File: src/sv/qrv_pkg.sv
// Shared types, pipeline depths and mixing tables for the quaternion rotate core.
// Used by every module of the block; depends on nothing.
`default_nettype none

package qrv_pkg;

    localparam int NORM_STEPS  = 5;
    localparam int SQRT_STAGES = 32;
    localparam int DIV_STAGES  = 31;
    localparam int DIV_LAT     = DIV_STAGES + 1;

    // quaternion component order: x, y, z, w
    localparam int QX = 0;
    localparam int QY = 1;
    localparam int QZ = 2;
    localparam int QW = 3;

    // product t = q * v, order w, x, y, z (48-bit Q32.16 plus sign)
    typedef struct packed {
        logic [3:0][48:0] t;
        logic [3:0][31:0] qabs;
        logic [3:0]       qneg;
        logic [4:0]       e;
        logic             zero;
        logic             big;
    } t_norm;

    typedef struct packed {
        logic [3:0][48:0] t;
        logic [3:0]       qneg;
        logic             zero;
    } t_post;

    // which unit component multiplies each t term, per output axis
    localparam logic [1:0] MIX_SEL [0:2][0:3] = '{
        '{2'(QX), 2'(QW), 2'(QZ), 2'(QY)},
        '{2'(QY), 2'(QZ), 2'(QW), 2'(QX)},
        '{2'(QZ), 2'(QY), 2'(QX), 2'(QW)}
    };
    // conjugate sign per term
    localparam logic MIX_NEG [0:2][0:3] = '{
        '{1'b1, 1'b0, 1'b1, 1'b0},
        '{1'b1, 1'b0, 1'b0, 1'b1},
        '{1'b1, 1'b1, 1'b0, 1'b0}
    };

endpackage

`default_nettype wire

File: src/sv/qrv_sqrt.sv
// Pipelined integer square root, one root bit per stage.
// Depends on qrv_pkg.
`default_nettype none

module qrv_sqrt (
    input  wire logic        i_clk,
    input  wire logic        i_rst_n,
    input  wire logic        i_en,
    input  wire logic        i_valid,
    input  wire logic [63:0] i_rad,
    output logic             o_valid,
    output logic [31:0]      o_root
);

    localparam int N = qrv_pkg::SQRT_STAGES;

    logic        r_v    [0:N-1];
    logic [63:0] r_rad  [0:N-1];
    logic [34:0] r_rem  [0:N-1];
    logic [31:0] r_root [0:N-1];

    for (genvar s = 0; s < N; s++) begin : g_stage
        logic        in_v;
        logic [63:0] in_rad;
        logic [34:0] in_rem;
        logic [31:0] in_root;
        logic [34:0] cur, trial, n_rem;
        logic [31:0] n_root;

        if (s == 0) begin : g_first
            assign in_v    = i_valid;
            assign in_rad  = i_rad;
            assign in_rem  = '0;
            assign in_root = '0;
        end else begin : g_next
            assign in_v    = r_v[s-1];
            assign in_rad  = r_rad[s-1];
            assign in_rem  = r_rem[s-1];
            assign in_root = r_root[s-1];
        end

        always_comb begin
            cur   = {in_rem[32:0], in_rad[63-2*s -: 2]};
            trial = {1'b0, in_root, 2'b01};
            if (cur >= trial) begin
                n_rem  = cur - trial;
                n_root = {in_root[30:0], 1'b1};
            end else begin
                n_rem  = cur;
                n_root = {in_root[30:0], 1'b0};
            end
        end

        always_ff @(posedge i_clk) begin
            if (!i_rst_n) begin
                r_v[s] <= 1'b0;
            end else if (i_en) begin
                r_v[s] <= in_v;
            end
            if (i_en) begin
                r_rad[s]  <= in_rad;
                r_rem[s]  <= n_rem;
                r_root[s] <= n_root;
            end
        end
    end

    assign o_valid = r_v[N-1];
    assign o_root  = r_root[N-1];

endmodule

`default_nettype wire

File: config.mk
export PLATFORM = sky130hd
export DESIGN_NAME = qrv_sqrt
export DESIGN_NICKNAME = d
export VERILOG_FILES = /design/src/sv/qrv_pkg.sv /design/src/sv/qrv_sqrt.sv
export SDC_FILE = /design/constraint.sdc
export NUM_CORES = 2
export LEC_CHECK = 0
export BUFFER_PORTS_ARGS = -buffer_cell sky130_fd_sc_hd__buf_4
export CAP_MARGIN = 10
export CORE_MARGIN = 2
export CORE_UTILIZATION = 60
export DETAILED_ROUTE_END_ITERATION = 7
export PLACE_DENSITY_LB_ADDON = 0.12
export SYNTH_ARGS = -nofsm -noshare
export SYNTH_HDL_FRONTEND = slang
export SYNTH_MEMORY_MAX_BITS = 65536
export SYNTH_SLANG_ARGS = --single-unit
File: constraint.sdc
create_clock -name i_clk -period 5.6 [get_ports i_clk]
set_clock_uncertainty 0.1 [all_clocks]
set_input_delay 1.12 -clock i_clk [delete_from_list [all_inputs] [get_ports i_clk]]
set_output_delay 1.12 -clock i_clk [all_outputs]
set_load 0.01 [all_outputs]
==> flow_metrics.env <==
export IMPL_status="finished, final reports clean"
export IMPL_maxCapViolCount=0
export IMPL_drive_above_1_share_pct=7.54
export IMPL_rsz0062_at_grt="false"
export IMPL_cp_top_family="compound AO/OA/AOI/OAI gates"
export IMPL_finalHoldViolCount=0
export IMPL_synth_mux_area_share_pct=0.901
export IMPL_yosys_top_cells_count="2525 x edfxtp_1, 700 x inv_1, 597 x nand2_1"
export IMPL_ys_flop_type="edfxtp_1"
export IMPL_tightest_slew_ps=1070
export IMPL_path_buf_inv=0
export IMPL_cts_post_setup_buffers_inserted=0
export IMPL_yosysSeqAreaShare_pct=64.6
export IMPL_clock_fmax_ghz=0.234
export IMPL_seqCellArea_sq_um=75800
export IMPL_synthTopCellsByArea="edfxtp_1 65%, ha_1 6.0%, xor2_1 3.0%"
export IMPL_die_area_sq_um=199000
export IMPL_clock_latency_ps=920
export IMPL_r2r_start="r_rem[29][2]"
export IMPL_leakage_nw=49.8
export IMPL_cts_root_buf="clkbuf_16"
export IMPL_yosys_area_share_simple_pct=10.1
export IMPL_io_buffer_count=100
export IMPL_syn_to_final_growth_pct=10.9
export IMPL_antenna_cells=0
export IMPL_p_per_area_nw_per_um2=413
export IMPL_max_slew_margin_rel_pct=28.4
export IMPL_regToRegSetupSlack_ps=1330
export IMPL_ctsHoldBuffers=0
export IMPL_grt_pass1_wl_um=375000
export IMPL_multi_input_area_sq_um=38400
export IMPL_syn_area_sq_um=117000
export IMPL_path_depth=9
export IMPL_finalNetCount=9980
export IMPL_cts_tree="done"
export IMPL_synth_adder_area_share_pct=5.98
export IMPL_cp_max_fo=53
export IMPL_finalSetupTns_ps=0
export IMPL_cts_max_level=5
export IMPL_cp_endpoint="r_rem[30][8]"
export IMPL_synth_compound_gate_area_share_pct=9.77
export IMPL_via_per_inst=5.84
export IMPL_worstSetupPathType="flip-flop to flip-flop"
export IMPL_drt_iter0_markers=5521
export IMPL_drv_slew=0
export IMPL_ir_worst_vdd_uv=374
export IMPL_grt_overflow=0
export IMPL_grt_max_degree=178
export IMPL_die_h_um=446
export IMPL_avgSynthCellArea_sq_um=12.9
export IMPL_coreArea_sq_um=195000
export IMPL_crit_arrival_ps=4780
export IMPL_die_w_um=446
export IMPL_synth_distinct_cells=89
export IMPL_cp_start_kind="flip-flop"
export IMPL_hold_path_class="input pin to flip-flop"
export IMPL_cp_startpoint="r_rem[29][2]"
export IMPL_io_pins=101
export IMPL_initial_core_util_pct=60.3
export IMPL_yosys_warnings=0
export IMPL_synth_edf_count=2525
export IMPL_dr_pass1_iters=6
export IMPL_rows=162
export IMPL_post_route_period_util_pct=76.2
export IMPL_clk_transition_reported_paths_ps=60
export IMPL_synth_top_family_by_area="simple AND/OR/NAND/NOR gates"
export IMPL_vias=70500
export IMPL_place_congestion=0.925
export IMPL_setup_slack_ps=1330
export IMPL_cpMaxStageDelayCell="a41o_2"
export IMPL_drc=0
export IMPL_finalCriticalPeriod_ps=4270
export IMPL_yosysTopAreaCell="edfxtp_1"
export IMPL_crit_required_ps=6110
export IMPL_syn_nets=9698
export IMPL_grt_pass1_vias=68500
export IMPL_synth_top_cell_area_share_pct=64.6
export IMPL_critPathMaxStageDelay_ps=610
export IMPL_setup_viol=0
export IMPL_cts_buffers=278
export IMPL_dp_hpwl_um=171000
export IMPL_numClockSinks=2526
export IMPL_syn_instance_count=9069
export IMPL_cts_buffer_depth=4
export IMPL_synth_most_common_cell="edfxtp_1"
export IMPL_crit_path_end_kind="flip-flop"
export IMPL_reg2regPathDepth=9
export IMPL_antenna_found_initial=0
export IMPL_fill_cells=14000
export IMPL_place_ws_ps=1420
export IMPL_crit_top_cell="o21ai_0"
export IMPL_worstPathCellList="ha_1 > a211oi_1 > o21ai_0 > o21ai_0 > o211ai_1 > a31oi_1 > o21ai_0 > a41o_2 > mux2_2"
export IMPL_drt_wl_total_um=241000
export IMPL_wire_per_inst_um=19.9
export IMPL_cts_resized=0
export IMPL_gr_usage_all_layers_pct=23.9
export IMPL_async_flop_share_pct=0
export IMPL_ys_ff_latch=2526
export IMPL_synth_xor_area_share_pct=5.87
export IMPL_detail_route_antenna_nets=0
export IMPL_worst_r2r_endpoint="r_rem[30][8]"
[final cells by class]
| class | instances | share of cell area, % |
|---|---|---|
| Timing Repair Buffer | 168 | 1.19 |
| Tap cell | 2542 | 2.44 |
| Multi-Input combinational cell | 5675 | 29.5 |
| Clock inverter | 140 | 1.01 |
| Clock buffer | 331 | 5.58 |
| Sequential cell | 2526 | 58.3 |
| Inverter | 702 | 2.02 |
[worst min path at each step]
stage / start / to / slack, ps / depth (start not counted)
4_1_cts: i_rad[8] / r_rad[0][8] / 200 / 1
3_3_place_gp: r_rad[16][1] / r_rad[17][1] / 300 / 0
2_1_floorplan: r_rad[9][0] / r_rad[10][0] / 300 / 0
5_1_grt: i_rad[26] / r_rad[0][26] / 220 / 1
6_report: i_rad[26] / r_rad[0][26] / 270 / 1
3_5_place_dp: r_rad[9][3] / r_rad[10][3] / 300 / 0
[metrics by stage]
| step | instances | power (mW) | hold slack, ps | util [%] | instance area, sq um |
|---|---|---|---|---|---|
| floorplan | 9069 | 33.2 | 300 | - | 117000 |
| global placement | 11600 | 36.5 | 300 | 62.5 | 122000 |
| detailed placement | 11600 | 36.7 | 305 | 62.5 | 122000 |
| CTS | 12100 | 54.2 | 200 | 66.9 | 130000 |
| global route | 12100 | 56.3 | 220 | 66.9 | 130000 |
| finish | 12100 | 53.7 | 274 | 66.9 | 130000 |
[power by group]
| part | leakage, nW | switching [mW] | internal [mW] |
|---|---|---|---|
| Combinational | 21.3 | 6.36 | 4.55 |
| Clock | 4.19 | 7.03 | 10.3 |
| Sequential | 24.3 | 1.63 | 23.9 |
[cells by family (layout without fill, tap and decap cells)]
kind of cell    Yosys count  in the layout
compound gates         1848           1848
xor+xnor                787            787
fa+ha+maj               561            561
buf+inv                 868           1341
flops                  2526           2526
mux                      96             96
other cells               1              1
simple gates           2382           2382
[flip-flops by register name (all words and copies together), names as in the netlist]
register,cells
r_root,528
r_rem,974
r_v,32
r_rad,992
[routing by layer]
| metal | vias to the layer above | wire length [um] | part of all wire [%] | global-route usage (%) |
|---|---|---|---|---|
| met5 | - | 0 | 0 | 0 |
| met4 | 0 | 7820 | 3.3 | 8.17 |
| met3 | 488 | 9800 | 4.1 | 2.95 |
| met2 | 1667 | 119000 | 49 | 40.8 |
| met1 | 34100 | 104000 | 43 | 31.8 |
| li1 | 34200 | - | - | - |
[cells in the final DEF (no fill, tap or decap), drive strengths merged, types with 20 or more instances in the layout]
cell	netlist	final
clkbuf	148	332
o31ai	68	68
a21o	227	227
a21boi	28	28
clkinv	1	105
buf	18	167
o21ai	490	490
inv	701	705
or4	70	70
nand2	599	599
o21a	108	108
or2	42	42
xnor2	379	379
a21oi	548	548
nand4	81	81
ha	561	561
nor2	585	585
nand3	142	142
nor3	238	238
and2	23	23
and3	74	74
or3	92	92
edfxtp	2525	2525
a211oi	60	60
nand2b	113	113
nor4	139	139
bufinv	0	23
nor2b	82	82
a31oi	54	54
o211ai	43	43
nor3b	20	20
xor2	408	408
o21bai	46	46
mux2	77	77
(Power assumes the default switching activity.)
